==> src/design/tnq_pkg.sv <==
// Shared constants, codes and types of the ticket notify queue.
package tnq_pkg;

	// Table and counter sizes.
	localparam int WAITERS     = 16;
	localparam int TICKET_BITS = 32;
	localparam int MAX_RESULTS = 16;

	// Field widths of the channels.
	localparam int MODE_W   = 2;
	localparam int THREAD_W = 8;
	localparam int STATUS_W = 4;
	localparam int KIND_W   = 3;
	localparam int TOUT_W   = 32;

	// Derived widths.
	localparam int IDX_W = (WAITERS > 1) ? $clog2(WAITERS) : 1;
	localparam int CNT_W = $clog2(WAITERS + 1);
	localparam int RES_W = (MAX_RESULTS > 1) ? $clog2(MAX_RESULTS) : 1;
	localparam int ENT_W = TICKET_BITS + THREAD_W;

	typedef logic [TICKET_BITS-1:0] ticket_t;
	typedef logic [THREAD_W-1:0]    thread_t;
	typedef logic [IDX_W-1:0]       idx_t;

	// Operation codes of an input item.
	typedef enum logic [MODE_W-1:0] {
		MODE_WAIT = 2'd0,
		MODE_ONE  = 2'd1,
		MODE_ALL  = 2'd2
	} mode_t;

	// Result kinds.
	typedef enum logic [KIND_W-1:0] {
		KIND_PROCEED = 3'd0,
		KIND_BLOCKED = 3'd1,
		KIND_WAKE    = 3'd2,
		KIND_NONE    = 3'd3,
		KIND_FULL    = 3'd4
	} kind_t;

	// Request from the control to the slot scanner.
	typedef struct packed {
		logic    start;
		logic    wake_all;
		ticket_t key;
	} scan_ctrl_t;

	// Outcome of one scan over the slot table.
	typedef struct packed {
		logic    done;
		logic    found;
		idx_t    idx;
		ticket_t ticket;
		thread_t thread;
	} scan_res_t;

endpackage

==> src/design/tnq_if.sv <==
// Handshake channel interfaces for the request and result sides.
interface tnq_req_if;
	logic                          valid;
	logic                          ready;
	logic [tnq_pkg::MODE_W-1:0]    mode;
	logic [tnq_pkg::THREAD_W-1:0]  fiber_id;
	logic [tnq_pkg::STATUS_W-1:0]  block_status;

	modport source(output valid, output mode, output fiber_id, output block_status,
		input ready);
	modport sink(input valid, input mode, input fiber_id, input block_status,
		output ready);
endinterface

interface tnq_rsp_if;
	logic                          valid;
	logic                          ready;
	logic [tnq_pkg::KIND_W-1:0]    kind;
	logic [tnq_pkg::THREAD_W-1:0]  woken_id;
	logic [tnq_pkg::STATUS_W-1:0]  new_status;
	logic [tnq_pkg::TOUT_W-1:0]    ticket_out;
	logic                          last;

	modport source(output valid, output kind, output woken_id, output new_status,
		output ticket_out, output last, input ready);
	modport sink(input valid, input kind, input woken_id, input new_status,
		input ticket_out, input last, output ready);
endinterface

==> src/design/ticket_notify_queue_core.sv <==
// Ticket notify queue: the counters, slot valid bits, control and result register.
// A wait, a notify on equal counters or a notify on an empty table loads its result in
// the decide step; the queue then returns to idle to take the next item.
// A notify that looks up a waiter scans in the scan state and loads its result in the emit
// state; a notify-all then gives each further wake by a rescan and a new emit state.
// Reset clears both counters and all slot valid bits at once; the slot RAM is not cleared.
module ticket_notify_queue_core (
	input  logic       clk,
	input  logic       arst_n,
	tnq_req_if.sink    req,
	tnq_rsp_if.source  rsp
);

	typedef enum logic [3:0] {
		ST_IDLE   = 4'b0001,
		ST_DECIDE = 4'b0010,
		ST_SCAN   = 4'b0100,
		ST_EMIT   = 4'b1000
	} state_t;

	state_t                              state_q, state_d;
	tnq_pkg::mode_t                      mode_q;
	tnq_pkg::thread_t                    id_q;
	logic [tnq_pkg::STATUS_W-1:0]        status_q;
	tnq_pkg::ticket_t                    issued_q, issued_d;
	tnq_pkg::ticket_t                    served_q, served_d;
	tnq_pkg::ticket_t                    target_q, target_d;
	logic [tnq_pkg::WAITERS-1:0]         valid_q, valid_d;
	logic [tnq_pkg::RES_W-1:0]           nres_q, nres_d;

	logic                                ovalid_q;
	tnq_pkg::kind_t                      okind_q;
	tnq_pkg::thread_t                    oid_q;
	logic [tnq_pkg::STATUS_W-1:0]        ostat_q;
	tnq_pkg::ticket_t                    otkt_q;
	logic                                olast_q;

	logic                                out_free;
	logic                                res_load;
	tnq_pkg::kind_t                      res_kind;
	tnq_pkg::thread_t                    res_id;
	logic [tnq_pkg::STATUS_W-1:0]        res_stat;
	tnq_pkg::ticket_t                    res_tkt;
	logic                                res_last;

	logic                                free_any;
	tnq_pkg::idx_t                       free_idx;
	logic [tnq_pkg::WAITERS-1:0]         rem_valid;
	logic                                all_last;

	logic                                ram_we;
	logic                                ram_re;
	tnq_pkg::idx_t                       ram_raddr;
	logic [tnq_pkg::ENT_W-1:0]           ram_rdata;
	logic                                scan_start;
	tnq_pkg::scan_ctrl_t                 sctl;
	tnq_pkg::scan_res_t                  sres;

	// Slot table payload: ticket and thread id of each parked waiter.
	tnq_ram #(
		.WIDTH(tnq_pkg::ENT_W),
		.DEPTH(tnq_pkg::WAITERS)
	) u_slot_ram (
		.clk   (clk),
		.we    (ram_we),
		.waddr (free_idx),
		.wdata ({issued_q, id_q}),
		.re    (ram_re),
		.raddr (ram_raddr),
		.rdata (ram_rdata)
	);

	tnq_scan u_scan (
		.clk     (clk),
		.arst_n  (arst_n),
		.ctrl    (sctl),
		.valid   (valid_q),
		.rd_en   (ram_re),
		.rd_addr (ram_raddr),
		.rd_data (ram_rdata),
		.res     (sres)
	);

	assign req.ready = (state_q == ST_IDLE);
	assign out_free  = !ovalid_q || rsp.ready;

	// Lowest free slot.
	always_comb begin
		free_idx = '0;
		for (int i = tnq_pkg::WAITERS - 1; i >= 0; i--) begin
			if (!valid_q[i]) begin
				free_idx = tnq_pkg::IDX_W'(i);
			end
		end
	end
	assign free_any = !(&valid_q);

	// Slots left after the chosen waiter is woken, and whether this wake ends the item.
	always_comb begin
		rem_valid           = valid_q;
		rem_valid[sres.idx] = 1'b0;
	end
	assign all_last = (rem_valid == '0) ||
		(nres_q == tnq_pkg::RES_W'(tnq_pkg::MAX_RESULTS - 1));

	// Scanner request: a fresh lookup from the decide step, a rescan from the emit step.
	always_comb begin
		sctl.start    = scan_start;
		sctl.wake_all = (mode_q == tnq_pkg::MODE_ALL);
		if (state_q == ST_DECIDE) begin
			sctl.key = sctl.wake_all ? issued_q : served_q;
		end else begin
			sctl.key = target_q;
		end
	end

	// Main control: counters, valid bits and the next result.
	always_comb begin
		state_d    = state_q;
		issued_d   = issued_q;
		served_d   = served_q;
		target_d   = target_q;
		valid_d    = valid_q;
		nres_d     = nres_q;
		ram_we     = 1'b0;
		scan_start = 1'b0;
		res_load   = 1'b0;
		res_kind   = tnq_pkg::KIND_NONE;
		res_id     = '0;
		res_stat   = '0;
		res_tkt    = '0;
		res_last   = 1'b1;
		case (state_q)
			ST_IDLE: begin
				if (req.valid) begin
					state_d = ST_DECIDE;
				end
			end
			ST_DECIDE: begin
				if (out_free) begin
					state_d = ST_IDLE;
					case (mode_q)
						tnq_pkg::MODE_WAIT: begin
							res_load = 1'b1;
							res_id   = id_q;
							res_tkt  = issued_q;
							if (issued_q < served_q) begin
								res_kind = tnq_pkg::KIND_PROCEED;
								issued_d = issued_q + tnq_pkg::TICKET_BITS'(1);
							end else if (free_any) begin
								res_kind          = tnq_pkg::KIND_BLOCKED;
								res_stat          = status_q;
								ram_we            = 1'b1;
								valid_d[free_idx] = 1'b1;
								issued_d          = issued_q + tnq_pkg::TICKET_BITS'(1);
							end else begin
								res_kind = tnq_pkg::KIND_FULL;
								res_stat = status_q;
							end
						end
						tnq_pkg::MODE_ONE: begin
							res_tkt = served_q;
							if (issued_q == served_q || valid_q == '0) begin
								res_load = 1'b1;
							end else begin
								scan_start = 1'b1;
								state_d    = ST_SCAN;
							end
							if (issued_q != served_q) begin
								served_d = served_q + tnq_pkg::TICKET_BITS'(1);
								target_d = served_q;
							end
						end
						tnq_pkg::MODE_ALL: begin
							res_tkt = served_q;
							nres_d  = '0;
							if (issued_q == served_q || valid_q == '0) begin
								res_load = 1'b1;
							end else begin
								scan_start = 1'b1;
								state_d    = ST_SCAN;
							end
							served_d = issued_q;
							target_d = issued_q;
						end
						default: begin
							state_d = ST_IDLE;
						end
					endcase
				end
			end
			ST_SCAN: begin
				if (sres.done) begin
					state_d = ST_EMIT;
				end
			end
			ST_EMIT: begin
				if (out_free) begin
					res_load = 1'b1;
					state_d  = ST_IDLE;
					if (!sres.found) begin
						res_tkt = target_q;
					end else if (mode_q == tnq_pkg::MODE_ALL) begin
						res_kind = tnq_pkg::KIND_WAKE;
						res_id   = sres.thread;
						res_tkt  = sres.ticket;
						res_last = all_last;
						if (all_last) begin
							// Waiters beyond the result limit leave without a result.
							valid_d = '0;
						end else begin
							valid_d    = rem_valid;
							nres_d     = nres_q + tnq_pkg::RES_W'(1);
							scan_start = 1'b1;
							state_d    = ST_SCAN;
						end
					end else begin
						res_kind          = tnq_pkg::KIND_WAKE;
						res_id            = sres.thread;
						res_tkt           = sres.ticket;
						valid_d[sres.idx] = 1'b0;
					end
				end
			end
			default: begin
				state_d = ST_IDLE;
			end
		endcase
	end

	// Control state.
	always_ff @(posedge clk or negedge arst_n) begin
		if (!arst_n) begin
			state_q  <= ST_IDLE;
			issued_q <= '0;
			served_q <= '0;
			valid_q  <= '0;
			nres_q   <= '0;
			ovalid_q <= 1'b0;
		end else begin
			state_q  <= state_d;
			issued_q <= issued_d;
			served_q <= served_d;
			valid_q  <= valid_d;
			nres_q   <= nres_d;
			if (res_load) begin
				ovalid_q <= 1'b1;
			end else if (rsp.ready) begin
				ovalid_q <= 1'b0;
			end
		end
	end

	// Item capture and result register payload.
	always_ff @(posedge clk) begin
		if (req.valid && req.ready) begin
			mode_q   <= tnq_pkg::mode_t'(req.mode);
			id_q     <= req.fiber_id;
			status_q <= req.block_status;
		end
		target_q <= target_d;
		if (res_load) begin
			okind_q <= res_kind;
			oid_q   <= res_id;
			ostat_q <= res_stat;
			otkt_q  <= res_tkt;
			olast_q <= res_last;
		end
	end

	assign rsp.valid      = ovalid_q;
	assign rsp.kind       = okind_q;
	assign rsp.woken_id   = oid_q;
	assign rsp.new_status = ostat_q;
	assign rsp.ticket_out = tnq_pkg::TOUT_W'(otkt_q);
	assign rsp.last       = olast_q;

	// A new result never overwrites one that has not been transferred.
	assert property (@(posedge clk) disable iff (!arst_n)
		res_load |-> (!ovalid_q || rsp.ready))
		else $error("result register overwritten before transfer");

	// The slot RAM is read only during a scan.
	assert property (@(posedge clk) disable iff (!arst_n)
		ram_re |-> (state_q == ST_SCAN))
		else $error("slot RAM read outside a scan");

	// A single notify wakes only the waiter that holds the released ticket.
	assert property (@(posedge clk) disable iff (!arst_n)
		(state_q == ST_EMIT && mode_q == tnq_pkg::MODE_ONE && sres.found) |->
		(sres.ticket == target_q))
		else $error("notify woke a waiter with the wrong ticket");

	// Slots are only taken by a wait item in its decide step.
	assert property (@(posedge clk) disable iff (!arst_n)
		((valid_q & ~$past(valid_q)) != '0) |->
		$past(state_q == ST_DECIDE && mode_q == tnq_pkg::MODE_WAIT))
		else $error("slot marked valid outside a wait");

endmodule

==> src/design/tnq_ram.sv <==
// Generic single-write, single-read RAM with a registered read port.
module tnq_ram #(
	parameter int WIDTH = 8,
	parameter int DEPTH = 16
) (
	input  logic                                          clk,
	input  logic                                          we,
	input  logic [((DEPTH > 1) ? $clog2(DEPTH) : 1)-1:0]  waddr,
	input  logic [WIDTH-1:0]                              wdata,
	input  logic                                          re,
	input  logic [((DEPTH > 1) ? $clog2(DEPTH) : 1)-1:0]  raddr,
	output logic [WIDTH-1:0]                              rdata
);

	logic [WIDTH-1:0] mem_q [DEPTH];

	// Write port.
	always_ff @(posedge clk) begin
		if (we) begin
			mem_q[waddr] <= wdata;
		end
	end

	// Registered read port.
	always_ff @(posedge clk) begin
		if (re) begin
			rdata <= mem_q[raddr];
		end
	end

endmodule

==> src/design/tnq_scan.sv <==
// Slot scanner: walks the slot RAM one entry a cycle and keeps the best match.
module tnq_scan (
	input  logic                               clk,
	input  logic                               arst_n,
	input  tnq_pkg::scan_ctrl_t                ctrl,
	input  logic [tnq_pkg::WAITERS-1:0]        valid,
	output logic                               rd_en,
	output tnq_pkg::idx_t                      rd_addr,
	input  logic [tnq_pkg::ENT_W-1:0]          rd_data,
	output tnq_pkg::scan_res_t                 res
);

	logic                          busy_q;
	logic                          done_q;
	logic [tnq_pkg::CNT_W-1:0]     cnt_q;
	logic                          rd_s1;
	tnq_pkg::idx_t                 idx_s1;
	logic                          wake_all_q;
	tnq_pkg::ticket_t              key_q;
	logic                          found_q;
	tnq_pkg::idx_t                 best_idx_q;
	tnq_pkg::ticket_t              best_tkt_q;
	tnq_pkg::ticket_t              best_dist_q;
	tnq_pkg::thread_t              best_thr_q;

	tnq_pkg::ticket_t              ent_tkt;
	tnq_pkg::thread_t              ent_thr;
	tnq_pkg::ticket_t              ent_dist;
	logic                          issuing;
	logic                          hit;

	// Read address issue: one entry per cycle while the counter is below the depth.
	assign issuing = busy_q && (cnt_q < tnq_pkg::CNT_W'(tnq_pkg::WAITERS));
	assign rd_en   = issuing;
	assign rd_addr = cnt_q[tnq_pkg::IDX_W-1:0];

	// Evaluate the entry that the RAM returned in this cycle.
	assign ent_tkt  = rd_data[tnq_pkg::ENT_W-1 -: tnq_pkg::TICKET_BITS];
	assign ent_thr  = rd_data[tnq_pkg::THREAD_W-1:0];
	assign ent_dist = key_q - ent_tkt;

	always_comb begin
		hit = 1'b0;
		if (rd_s1 && valid[idx_s1]) begin
			if (wake_all_q) begin
				hit = !found_q || (ent_dist < best_dist_q);
			end else begin
				hit = !found_q && (ent_tkt == key_q);
			end
		end
	end

	// Scan control.
	always_ff @(posedge clk or negedge arst_n) begin
		if (!arst_n) begin
			busy_q  <= 1'b0;
			done_q  <= 1'b0;
			cnt_q   <= '0;
			rd_s1   <= 1'b0;
			found_q <= 1'b0;
		end else begin
			done_q <= 1'b0;
			if (ctrl.start) begin
				busy_q  <= 1'b1;
				cnt_q   <= '0;
				rd_s1   <= 1'b0;
				found_q <= 1'b0;
			end else if (busy_q) begin
				rd_s1 <= issuing;
				if (issuing) begin
					cnt_q <= cnt_q + tnq_pkg::CNT_W'(1);
				end
				if (hit) begin
					found_q <= 1'b1;
				end
				if (!issuing && !rd_s1) begin
					busy_q <= 1'b0;
					done_q <= 1'b1;
				end
			end
		end
	end

	// Scan payload: the key, the stage index and the best entry so far.
	always_ff @(posedge clk) begin
		if (ctrl.start) begin
			wake_all_q <= ctrl.wake_all;
			key_q      <= ctrl.key;
		end
		idx_s1 <= cnt_q[tnq_pkg::IDX_W-1:0];
		if (hit) begin
			best_idx_q  <= idx_s1;
			best_tkt_q  <= ent_tkt;
			best_dist_q <= ent_dist;
			best_thr_q  <= ent_thr;
		end
	end

	assign res.done   = done_q;
	assign res.found  = found_q;
	assign res.idx    = best_idx_q;
	assign res.ticket = best_tkt_q;
	assign res.thread = best_thr_q;

endmodule

==> src/flat_wrapper.sv <==
// flat-port wrapper written by rule: the top's interface ports become plain ports
module ticket_notify_queue_core_flat 
  (clk, arst_n, req_valid, req_mode, req_fiber_id, req_block_status, req_ready, rsp_valid, rsp_kind, rsp_woken_id, rsp_new_status, rsp_ticket_out, rsp_last, rsp_ready);
  tnq_req_if req_i ();
  tnq_rsp_if rsp_i ();
  input  logic clk;
  input  logic arst_n;
  input wire logic [$bits(req_i.valid)-1:0] req_valid;
  input wire logic [$bits(req_i.mode)-1:0] req_mode;
  input wire logic [$bits(req_i.fiber_id)-1:0] req_fiber_id;
  input wire logic [$bits(req_i.block_status)-1:0] req_block_status;
  output wire logic [$bits(req_i.ready)-1:0] req_ready;
  output wire logic [$bits(rsp_i.valid)-1:0] rsp_valid;
  output wire logic [$bits(rsp_i.kind)-1:0] rsp_kind;
  output wire logic [$bits(rsp_i.woken_id)-1:0] rsp_woken_id;
  output wire logic [$bits(rsp_i.new_status)-1:0] rsp_new_status;
  output wire logic [$bits(rsp_i.ticket_out)-1:0] rsp_ticket_out;
  output wire logic [$bits(rsp_i.last)-1:0] rsp_last;
  input wire logic [$bits(rsp_i.ready)-1:0] rsp_ready;
  assign req_i.valid = req_valid;
  assign req_i.mode = req_mode;
  assign req_i.fiber_id = req_fiber_id;
  assign req_i.block_status = req_block_status;
  assign req_ready = req_i.ready;
  assign rsp_valid = rsp_i.valid;
  assign rsp_kind = rsp_i.kind;
  assign rsp_woken_id = rsp_i.woken_id;
  assign rsp_new_status = rsp_i.new_status;
  assign rsp_ticket_out = rsp_i.ticket_out;
  assign rsp_last = rsp_i.last;
  assign rsp_i.ready = rsp_ready;
  ticket_notify_queue_core u_core (.clk(clk), .arst_n(arst_n), .req(req_i), .rsp(rsp_i));
endmodule
==> config.mk <==
export PLATFORM = sky130hd
export DESIGN_NAME = ticket_notify_queue_core_flat
export DESIGN_NICKNAME = d
export VERILOG_FILES = /design/src/design/tnq_pkg.sv /design/src/design/tnq_if.sv /design/src/design/ticket_notify_queue_core.sv /design/src/design/tnq_ram.sv /design/src/design/tnq_scan.sv /design/src/flat_wrapper.sv
export SDC_FILE = /design/constraint.sdc
export NUM_CORES = 1
export LEC_CHECK = 0
export ABC_AREA = 1
export ABC_CLOCK_PERIOD_IN_PS = 6250
export BUFFER_PORTS_ARGS = -buffer_cell sky130_fd_sc_hd__buf_2
export CAP_MARGIN = 20
export CORE_MARGIN = 2
export CORE_UTILIZATION = 30
export DETAILED_ROUTE_END_ITERATION = 7
export GPL_TIMING_DRIVEN = 0
export PLACE_DENSITY = 0.41
export SYNTH_ARGS = -nofsm -noshare
export SYNTH_HDL_FRONTEND = slang
export SYNTH_HIERARCHICAL = 1
export SYNTH_SLANG_ARGS = --single-unit
==> constraint.sdc <==
create_clock -name clk -period 6.25 [get_ports clk]
set_input_delay 0.625 -clock clk [delete_from_list [all_inputs] [get_ports clk]]
set_output_delay 0.625 -clock clk [all_outputs]
set_load 0.01 [all_outputs]
### After elaboration in Yosys (flattened, before gate mapping)

Memories as Yosys holds them, arrays and structs flattened. A register that Yosys moved wholly into a read port is not among the register bits.
Index checks and enable logic that the tools add are counted.

* register bits: 305
* bits in writable memories: 640
* bits of input ports: 18
* memories: 1

Memory list
* u_core.u_slot_ram.mem_q: depth 16, width 40, read ports 1, clocked after memory_dff 1, wr ports 1, RTL line tnq_ram.sv:15 `logic [WIDTH-1:0] mem_q [DEPTH];`

* add/subtract/negate cells: 5
* magnitude comparators: 8
* equal/unequal tests: 23
* mux-type cells: 111
* bitwise logic cells: 6
* reduce and logical (&&, ||, !) cells: 35

Operators with widths (number)
* $mux W32: 9
* $pmux W32 S2: 4
* $mux W16: 8
* $mux W4: 29
* $add A32 B1 Y32 const B: 2
* $eq A32 B32 Y1: 2
* $lt A32 B32 Y1: 2
* $mux W1: 36
* $logic_not A16 Y1: 2
* $mux W8: 4
* $ne A32 B32 Y1: 1
* $pmux W16 S2: 1
* $sub A32 B32 Y32: 1
* $mux W3: 7
* $ne A2 B2 Y1 const B: 10
* $and A16 B16 Y16: 1
* $not A16 Y16: 1
* $or A16 B16 Y16: 1
* $pmux W4 S4: 1
* $pmux W8 S2: 1
* $reduce_and A16 Y1: 1
* $reduce_and A4 Y1: 4
* $lt A4 B5 Y1 const B: 3
* $mux W5: 3
* 26 further kinds: 54

### Longest topological paths before layout

Gate-level depths: netlist of the first run.

* depth after elaboration: 26
* depth in mapped cells: 22
* depth with buffers taken out: 22

### Hierarchy

Netlist of the first run, hierarchy kept.

Modules (own cells, without submodules)
* tnq_ram: times used 1, cells an instance 2643, area an instance 28718.8 sq um, sequential area each 20419.6 sq um
* ticket_notify_queue_core: times used 1, cells an instance 1407, area an instance 11198.2 sq um, sequential area each 5051.1 sq um
* tnq_scan: times used 1, cells an instance 752, area an instance 6976.7 sq um, sequential area each 3578.4 sq um

### Least setup slack after synthesis of the first run

Ideal clock, no wire load.

* path type: flip-flop to flip-flop
* start point: register u_core.u_slot_ram.rdata[8] (read register of u_core.u_slot_ram.mem_q)
* end point: register u_core.u_scan.best_dist_q[0] (enable)
* setup time: 536 ps
* arrival time: 6116 ps
* required time: 5714 ps
* path slack: -402 ps
* cell stages (with the launch flop): 19
* path buffers: 0
* path through: edfxtp_1 ha_1 fa_1 o21ai_2 nand2_2 nand2_2 nand3_2 nand2_4 nand2_2 nand3_1 nand2_1 ha_1 nand2_1 nor2_1 nor2_1 nand3_1 nor2_1 nand2_1 a21oi_1

* cells in the longest elaborated chain, start to end: 5
* elaborated cells on any way between the ends: 7
* classes of those cells: add/sub (1); order compare (1); eq/ne (1); mux (2); reduce/logical (2)

RTL lines
* from (decl): RTL line tnq_ram.sv:12 `output logic [WIDTH-1:0] rdata`
* $sub A32 B32 Y32: RTL line tnq_scan.sv:40 `assign ent_dist = key_q - ent_tkt;`
* via u_core.u_scan.ent_dist[30]: RTL line tnq_scan.sv:28 `tnq_pkg::ticket_t ent_dist;`
* $lt A32 B32 Y1: RTL line tnq_scan.sv:46 `hit = !found_q || (ent_dist < best_dist_q);`
* $logic_or A1 B1 Y1: RTL line tnq_scan.sv:46
* $mux W1: RTL line tnq_scan.sv:45 `if (wake_all_q) begin`
* $mux W1: RTL line tnq_scan.sv:44 `if (rd_s1 && valid[idx_s1]) begin`
* via u_core.u_scan.hit: RTL line tnq_scan.sv:30 `logic hit;`
* to (signal assigned): RTL line tnq_scan.sv:94 `best_dist_q <= ent_dist;`
* to (decl): RTL line tnq_scan.sv:23 `tnq_pkg::ticket_t best_dist_q;`

The timed path passes the listed nets, and every way through them passes these cells.
A chain may end at the register's enable or synchronous reset.

### Worst setup path in the final report of the first run

* start point: register u_core.issued_q[24]
* end point: memory u_core/u_slot_ram/mem_q[7][36] (netlist name) (enable)

* cells in the longest elaborated chain, start to end: 7

RTL lines
* from (decl): RTL line ticket_notify_queue_core.sv:25 `tnq_pkg::ticket_t issued_q, issued_d;`
* from (signal assigned): RTL line ticket_notify_queue_core.sv:242 `issued_q <= issued_d;`
* $lt A32 B32 Y1: RTL line ticket_notify_queue_core.sv:147 `if (issued_q < served_q) begin`
* $mux W1: RTL line ticket_notify_queue_core.sv:147
* $mux W1: RTL line ticket_notify_queue_core.sv:142 `case (mode_q)`
* $mux W1: RTL line ticket_notify_queue_core.sv:140 `if (out_free) begin`
* $mux W1: RTL line ticket_notify_queue_core.sv:133 `case (state_q)`
* via u_core.ram_we: RTL line ticket_notify_queue_core.sv:51 `logic ram_we;`
* $mux W1: RTL line tnq_ram.sv:19 `if (we) begin`
* $mux W1 (implied by the code): RTL line tnq_ram.sv:20 `mem_q[waddr] <= wdata;`
* to (decl): RTL line tnq_ram.sv:15

The timed path passes the listed nets, and every way through them passes these cells.

==> reports/qor.txt, run 1 <==
status: complete, no violations
post-synthesis mux area share: 0.3202%
Seq cells post-synth: 985
Die Y: 399.4 um
Buffers on Ports: 67
root buffer cell: clkbuf_16
Worst R2R Start: u_core/issued_q[24]
Main synth FF type: edfxtp_1
chip width: 399.4 um
vias per cell: 4.710
number of global-route vias before repair: 32451
slowest cell delay on critical path: 1.11 ns
Post-Synth Adder-Cell Area: 2.764%
initial antenna violation count: 6
reg2reg path depth: 12
setup TNS: 0 ns
Post-DRT Antenna Nets: 0
placed wire-length estimate: 111.1 mm
register area share after synthesis: 61.95%
final RePlAce weighted congestion: 0.8872
Area growth syn-to-layout: 16.20%
Startpoint Class: flip-flop
R2R Setup Slk: 1.04 ns
period utilisation layout: 83.42%
Slew Viols, Final: 0
Switch Pwr: 11110 uW
critical path fanouts, max: 21
yosys warns: 6
first-pass GRT wire length: 228.2 mm
drt first pass iters: 5
core box area: 155700 sq um
Hold WS: 0.06254 ns
crit-path cells: ha_1 > nand2_1 > nor2_1 > nand2_1 > nor4_2 > o21ai_0 > nand2_1 > nand2_1 > nor2_1 > nand3b_1 > nor2_4 > buf_12
crit path from: u_core/issued_q[24]
worst skew pair latency: 0.74 ns
Reg clk slew, reported paths: 0.06 ns
Max-Cap Viols: 0
unrepaired setup endpoints after global routing: false
DR WL/cell: 22.08 um
Sw Share: 41.90%
Synth Area in XOR/XNOR: 1.065%
Synth Area in Simple Gates: 20.40%
EDFF count, synth: 883
final setup skew: 0.03306 ns
final setup fails: 0
CP bufs+invs: 1
Post-Layout Cell Count: 7188
Min Clock Period, post-route: 5.214 ns
Peak supply drop: 0.2631 mV
WP data arrival: 5.64 ns
placed insts: 6957
Total GRT Usage: 19.84%
Critical Path RT: 6.68 ns
Post-DP Area: 50590 sq um
origin of the worst min-delay path: req_fiber_id[7]
combinational share of power: 38.0%
Die ar.: 159500 sq um
maximum clock rate: 191.8 MHz
share of synthesized registers carrying an async set or reset: 9.949%
grt total ovfl: 0
pwr dens: 486.5 nW/um^2
post-CTS sizing: 0
share of layout cells above drive strength 1: 9.107%
most used cell, CP: nand2_1
io pins: 68
CTS tree: yes
final WL: 158.7 mm
cell family with the largest share of critical-path delay: simple AND/OR/NAND/NOR gates
main combinational cell family by area after synthesis: simple AND/OR/NAND/NOR gates
Initial Util: 30.13%
Rel. slew slack: 21.76%
CTS H-tree depth: 3
Syn Inst Count: 4802
complex-gate fraction of the synthesized area: 4.787%
Flop pwr share: 36.7%
Int Power: 15400 uW
Bufs on Longest Clock Path: 3
r2r endpoint: u_core/u_slot_ram/mem_q[7][36]
Final Hold Viols: 0
Hold Path Cell Cnt: 1
Mapped Area: 46890 sq um
Post-CTS Setup Bufs: 0
syn avg cell area: 9.765 sq um
clock sink total: 985
cell area after layout: 54490 sq um
DRC Markers: 0
nets: 5149
Site Rows: 145
CTS buffer count: 114
DR iter-0 viols: 2791
actual slew at the worst max-slew pin: 1.174 ns
Min-Delay Path Class: input pin to flip-flop
Critical-path top delay cell: dfrtp_1
P_leak: 0.02287 uW
Yosys cell types: 59
fill count: 15812
Hold Crit Endpoint: u_core/id_q[7]
Worst setup EP type: flip-flop
via count: 33852
crit path kind: flip-flop to flip-flop
Synth Net Count: 4923
Clk pwr share: 25.3%
largest net degree at the start of global routing: 82
-- power by group through the flow --
stage	combinational, uW	clock [uW]	sequential [uW]
finish	10100	6700	9730
global placement	9790	0	9990
detailed placement	10100	0	9900
CTS	10100	6910	9760
global route	11200	7140	9850
floorplan	6110	0	9280
-- synth_stat cells (29+ instances only) --
cell	n	area, sq um
buf_2	72	360.4
inv_1	788	2958
edfxtp_1	883	26520
o21ai_0	171	855.8
nand4_1	29	181.4
nor2_1	197	739.5
nand3_1	555	2778
clkbuf_1	52	195.2
nand2_1	1351	5071
dfrtp_1	97	2427
xor2_1	55	481.7
o22ai_1	35	219.0
a21oi_1	111	555.5
ha_1	102	1276
nor3_1	38	190.2
-- area by class of cell --
class                           count  area [sq um]  area share [%]
Clock buffer                      146          3065           5.626
Clock inverter                     70         664.4           1.219
Sequential cell                   985         29050           53.31
Inverter                          799          3004           5.513
Antenna cell                        2         5.005        0.009185
Buffer                            192          1085           1.991
Tap cell                         2058          2575           4.726
Timing Repair Buffer              110          1130           2.073
Multi-Input combinational cell   2826         13910           25.53
-- what timing repair did --
item / 4_1_cts / 5_1_grt
endpoints found under the setup margin: 0 / 0
hold endpoints to repair: 27 / 0
hold buffers: 11 / 0
-- kinds of logic (layout without fill, tap and decap cells) --
kind of cell,after synthesis,in the layout
flip-flops,985,985
other,0,2
XOR/XNOR,57,57
buffers and inverters,991,1317
multiplexers,15,15
AND/OR/NAND/NOR,2246,2246
adder cells (fa/ha/maj),103,103
AO/OA/AOI/OAI,405,405
-- layout by cell type, fill, tap and decap left out, drive strengths merged, types with 2 or more instances in the layout --
| cell type | n |
|---|---|
| or2 | 2 |
| o22ai | 35 |
| nand2 | 1372 |
| o21a | 6 |
| nor2 | 210 |
| nor3 | 45 |
| nand4 | 31 |
| bufinv | 10 |
| a21oi | 111 |
| a21o | 6 |
| a41oi | 4 |
| a31oi | 14 |
| clkinvlp | 4 |
| nor4 | 22 |
| nand3 | 559 |
| ha | 102 |
| dfrtp | 97 |
| clkinv | 54 |
| buf | 239 |
| dlygate4sd3 | 11 |
| a22o | 8 |
| dfxtp | 4 |
| xor2 | 55 |
| xnor2 | 2 |
| diode | 2 |
| nand3b | 3 |
| mux2i | 15 |
| o31ai | 8 |
| edfxtp | 883 |
| a211oi | 2 |
| o21ai | 196 |
| clkbuf | 198 |
| inv | 801 |
| o21bai | 4 |
| o211ai | 5 |
| a21boi | 5 |
-- how the worst max path moves through the flow --
stage | to | cells past startpoint
6_report | u_core/u_slot_ram/mem_q[7][36] | 12
5_1_grt | u_core/u_slot_ram/mem_q[7][27] | 12
4_1_cts | u_core/u_slot_ram/mem_q[15][29] | 12
3_5_place_dp | u_core/u_slot_ram/mem_q[15][29] | 12
3_3_place_gp | u_core/u_scan/best_tkt_q[29] | 19
2_1_floorplan | u_core/u_scan/best_dist_q[0] | 18
-- state kept, by name (all words and copies together) (netlist names), 5 cells and up --
signal	count
u_core/rsp.ticket_out	32
u_core/u_scan/cnt_q	5
u_core/u_slot_ram/rdata	40
u_core/target_q	32
u_core/u_scan/best_dist_q	32
u_core/u_scan/best_thr_q	8
u_core/id_q	8
u_core/u_scan/best_tkt_q	32
u_core/served_q	32
u_core/u_scan/key_q	32
u_core/valid_q	16
u_core/issued_q	32
u_core/u_slot_ram/mem_q	640
u_core/rsp.woken_id	8
-- worst reg2reg max path: cells and delay by family (launching register included) --
| family | cells | cell delay, ns |
|---|---|---|
| AO/OA/AOI/OAI | 1 | 0.37 |
| flip-flops | 1 | 1.11 |
| buffers and inverters | 1 | 0.28 |
| AND/OR/NAND/NOR | 9 | 2.83 |
| adder cells (fa/ha/maj) | 1 | 0.29 |
-- routing by layer --
metal / track usage, % / part of all wire [%] / vias up
li1: - / - / 16324
met5: 0 / 0 / -
met3: 2.460 / 4.2 / 239
met4: 6.552 / 3.4 / 0
met1: 27.61 / 46 / 16458
met2: 31.99 / 46 / 831
-- through the flow --
stage | power, uW | utilization (%) | setup slack (ns)
floorplan | 15380 | - | 1.136
global placement | 19790 | 32.00 | -1.942
detailed placement | 19980 | 32.50 | 0.9286
CTS | 26810 | 34.97 | 0.9150
global route | 28150 | 35.00 | 0.6818
finish | 26510 | 35.01 | 1.036
(Power assumes the default switching activity.)
==> inputs of run 2 (changes only) <==
--- a/config.mk
+++ b/config.mk
@@ -5,15 +5,15 @@
 export SDC_FILE = /design/constraint.sdc
 export NUM_CORES = 1
 export LEC_CHECK = 0
-export ABC_AREA = 1
-export ABC_CLOCK_PERIOD_IN_PS = 6250
+export ABC_AREA = 0
+export ABC_CLOCK_PERIOD_IN_PS = 4200
 export BUFFER_PORTS_ARGS = -buffer_cell sky130_fd_sc_hd__buf_2
 export CAP_MARGIN = 20
 export CORE_MARGIN = 2
 export CORE_UTILIZATION = 30
 export DETAILED_ROUTE_END_ITERATION = 7
 export GPL_TIMING_DRIVEN = 0
-export PLACE_DENSITY = 0.41
+export PLACE_DENSITY = 0.42
 export SYNTH_ARGS = -nofsm -noshare
 export SYNTH_HDL_FRONTEND = slang
 export SYNTH_HIERARCHICAL = 1
==> constraint.sdc (replaced) <==
create_clock -name clk -period 4.2 [get_ports clk]
set_input_delay 0.42 -clock clk [delete_from_list [all_inputs] [get_ports clk]]
set_output_delay 0.42 -clock clk [all_outputs]
set_load 0.01 [all_outputs]
==> reports/qor.txt, run 2 <==
status: finished, violations left (was complete, no violations)
failing checks: DRC, setup timing
Post-DP Area: 46580 sq um (was 50590 sq um)
chip width: 382.5 um (was 399.4 um)
Area growth syn-to-layout: 19.90% (was 16.20%)
clock sink total: 985 (unchanged)
commonest cells after routing, fill and taps aside: 883 x edfxtp_1, 150 x nand2_1, 138 x inv_1 (was 1350 x nand2_1, 883 x edfxtp_1, 788 x inv_1)
actual slew at the worst max-slew pin: 1.116 ns (was 1.174 ns)
period utilisation layout: 109.0% (was 83.42%)
placed insts: 4670 (was 6957)
final RePlAce weighted congestion: 0.9135 (was 0.8872)
most common cell after layout, fill and taps aside: edfxtp_1 (was nand2_1)
yosys warns: 6 (unchanged)
share of layout cells above drive strength 1: 21.13% (was 9.107%)
first-pass GRT wire length: 184.1 mm (was 228.2 mm)
share of synthesized registers carrying an async set or reset: 9.949% (unchanged)
CTS H-tree depth: 3 (unchanged)
core box area: 141900 sq um (was 155700 sq um)
post-synthesis mux area share: 10.82% (was 0.3202%)
post-route setup slack: -0.3782 ns (was 1.036 ns)
DRC Markers: 1 (was 0)
worst skew pair latency: 0.74 ns (about the same)
synth top area cells: edfxtp_1 62%, dfrtp_1 5.6%, mux4_2 5.5%, mux4_1 3.7%, ha_1 3.0% (was edfxtp_1 57%, nand2_1 11%, inv_1 6.3%, nand3_1 5.9%, dfrtp_1 5.2%)
Synth Area in Simple Gates: 5.984% (was 20.40%)
unrepaired setup endpoints after global routing: true (was false)
io pins: 68 (unchanged)
number of global-route vias before repair: 26200 (was 32451)
Total GRT Usage: 17.22% (was 19.84%)
Final Hold Viols: 0 (unchanged)
critical path fanouts, max: 6 (was 21)
pwr dens: 620.6 nW/um^2 (was 486.5 nW/um^2)
CTS buffer count: 108 (was 114)
grt total ovfl: 0 (unchanged)
Site Rows: 138 (was 145)
root buffer cell: clkbuf_16 (unchanged)
P_leak: 0.01688 uW (was 0.02287 uW)
syn avg cell area: 16.05 sq um (was 9.765 sq um)
Main synth FF type: edfxtp_1 (unchanged)
Synth Area in XOR/XNOR: 1.243% (was 1.065%)
vias per cell: 5.134 (was 4.710)
final core utilization: 36.31% (was 35.01%)
initial antenna violation count: 1 (was 6)
Min-Delay Path Class: input pin to flip-flop (unchanged)
Max-Cap Viols: 0 (unchanged)
post-synth top area share: 61.68% (was 56.54%)
dominant cell by count in the synthesized netlist: edfxtp_1 (was nand2_1)
register area share after synthesis: 67.58% (was 61.95%)
Post-Layout Cell Count: 4944 (was 7188)
Synth Net Count: 2799 (was 4923)
Initial Util: 30.29% (was 30.13%)
Slew Viols, Final: 0 (unchanged)
top cells by count, synth: 883 x edfxtp_1, 152 x nand2_1, 139 x inv_1 (was 1351 x nand2_1, 883 x edfxtp_1, 788 x inv_1)
placed wire-length estimate: 87.55 mm (was 111.1 mm)
fill count: 13395 (was 15812)
WP data arrival: 5.04 ns (was 5.64 ns)
DR WL/cell: 25.70 um (was 22.08 um)
reg2reg path depth: 18 (was 12)
final WL: 127.0 mm (was 158.7 mm)
Biggest register: u_core/u_slot_ram/mem_q (unchanged)
multi-input logic area: 13170 sq um (was 13910 sq um)
nets: 3088 (was 5149)
Hold Path Cell Cnt: 3 (was 1)
Critical Path RT: 4.66 ns (was 6.68 ns)
cell area after layout: 51540 sq um (was 54490 sq um)
EDFF count, synth: 883 (unchanged)
maximum clock rate: 218.4 MHz (was 191.8 MHz)
Peak supply drop: 0.3657 mV (was 0.2631 mV)
crit path kind: flip-flop to flip-flop (unchanged)
DR iter-0 viols: 2128 (was 2791)
largest net degree at the start of global routing: 76 (was 82)
complex-gate fraction of the synthesized area: 8.214% (was 4.787%)
Post-DRT Antenna Nets: 0 (unchanged)
Rel. slew slack: 25.60% (was 21.76%)
Mapped Area: 42990 sq um (was 46890 sq um)
Die Y: 382.5 um (was 399.4 um)
CTS tree: yes (unchanged)
Die ar.: 146300 sq um (was 159500 sq um)
Startpoint Class: flip-flop (unchanged)
Largest regs: u_core/u_slot_ram/mem_q x640, u_core/u_slot_ram/rdata x40 (unchanged)
Yosys cell types: 103 (was 59)
Reg clk slew, reported paths: 0.06 ns (about the same)
Post-Synth Adder-Cell Area: 3.015% (was 2.764%)
Syn Inst Count: 2678 (was 4802)
drt first pass iters: 8 (was 5)
cell taking the most area after synthesis: edfxtp_1 (unchanged)
Worst setup EP type: flip-flop (unchanged)
setup TNS: -23.22 ns (was 0 ns)
Sequential Area: 29090 sq um (was 29050 sq um)
final setup skew: 0.05363 ns (was 0.03306 ns)
Seq cells post-synth: 985 (unchanged)
main combinational cell family by area after synthesis: multiplexers (was simple AND/OR/NAND/NOR gates)
via count: 25384 (was 33852)
Min Clock Period, post-route: 4.578 ns (was 5.214 ns)
final setup fails: 76 (was 0)
Bufs on Longest Clock Path: 3 (unchanged)
max reg flops: 640 (unchanged)
Buffers on Ports: 67 (unchanged)
==> run 2: cell count changes after synthesis, moves of 60 or more <==
cell	delta
nand3_1	-513
nor2_1	-107
mux4_1	+60
inv_1	-649
o21ai_0	-70
a22oi_1	+121
mux4_2	+105
nand2_1	-1199
==> run 2: layout make-up <==
cell class | count | area share [%]
flip-flops and latches | 985 | 56.45
multi-input cells | 1419 | 25.56
clock buffers | 132 | 5.457
well taps | 1890 | 4.588
repair buffers | 177 | 3.850
plain buffers | 137 | 1.576
clock inverters | 63 | 1.498
inverters | 139 | 1.012
diodes | 2 | 0.009710
==> run 2: cell families (layout without fill, tap and decap cells) <==
| logic type | after synthesis | after routing |
|---|---|---|
| compound gates | 529 | 529 |
| fa+ha+maj | 103 | 103 |
| xor+xnor | 61 | 61 |
| other cells | 0 | 2 |
| mux | 232 | 232 |
| buf+inv | 281 | 648 |
| simple gates | 487 | 494 |
| flops | 985 | 985 |
==> run 2: worst max-delay path: stages (launching register included) <==
cell	delay, ns
edfxtp_1	0.53
inv_1	0.13
ha_2	0.32
a21o_1	0.24
a311oi_2	0.27
nor2_1	0.11
a2111o_1	0.35
a21oi_4	0.31
buf_6	0.15
and4b_1	0.24
a2111oi_4	0.06
ha_1	0.32
nand4_1	0.13
nor3_4	0.21
nand4_1	0.13
a211o_1	0.27
and3_4	0.22
buf_12	0.16
buf_16	0.17
==> run 2: worst paths after layout <==
path                       slack [ns]                        start                           to
max in group asynchronous        3.30                       arst_n          u_core/issued_q[26]
min                              0.09                    rsp_ready            u_core/state_q[1]
max                             -0.38  u_core/u_slot_ram/rdata[19]  u_core/u_scan/best_thr_q[3]
min reg2reg                      0.42   u_core/u_slot_ram/rdata[0]  u_core/u_scan/best_thr_q[0]
min in group asynchronous        0.14                       arst_n            u_core/state_q[1]
max reg2reg                     -0.38  u_core/u_slot_ram/rdata[19]  u_core/u_scan/best_thr_q[3]
==> run 2: metal layers <==
layer	up-vias	routed length (um)	global-route usage, %
li1	11312	-	-
met1	13244	55040	22.38
met2	644	63340	29.69
met3	184	5047	2.304
met4	0	3615	5.505
met5	-	0	0
==> run 2: power by group <==
part	internal [uW]	total (uW)	switching [uW]
Clock	5630	9620	3990
Combinational	4080	9660	5580
Sequential	11900	12700	789
Total	21600	32000	10400
==> run 2: metrics by stage <==
step	power [uW]	worst slack [ns]	hold WS, ns
3_3_place_gp	21470	-4.803	0.4066
6_report	31980	-0.3782	0.08569
2_1_floorplan	18490	-0.6106	0.1244
4_1_cts	32300	-0.2799	0.02329
3_5_place_dp	21680	-1.287	0.3123
5_1_grt	33630	-0.5236	0.05010
==> run 2: timing repair <==
item | 4_1_cts | 5_1_grt
endpoints found under the setup margin | 748 | 258
gates resized for setup | 105 | 26
gates cloned | 15 | 0
hold buffers | 15 | 0
buffers inserted | 49 | 3
pin swaps | 55 | 20
endpoints found under the hold margin | 112 | 0
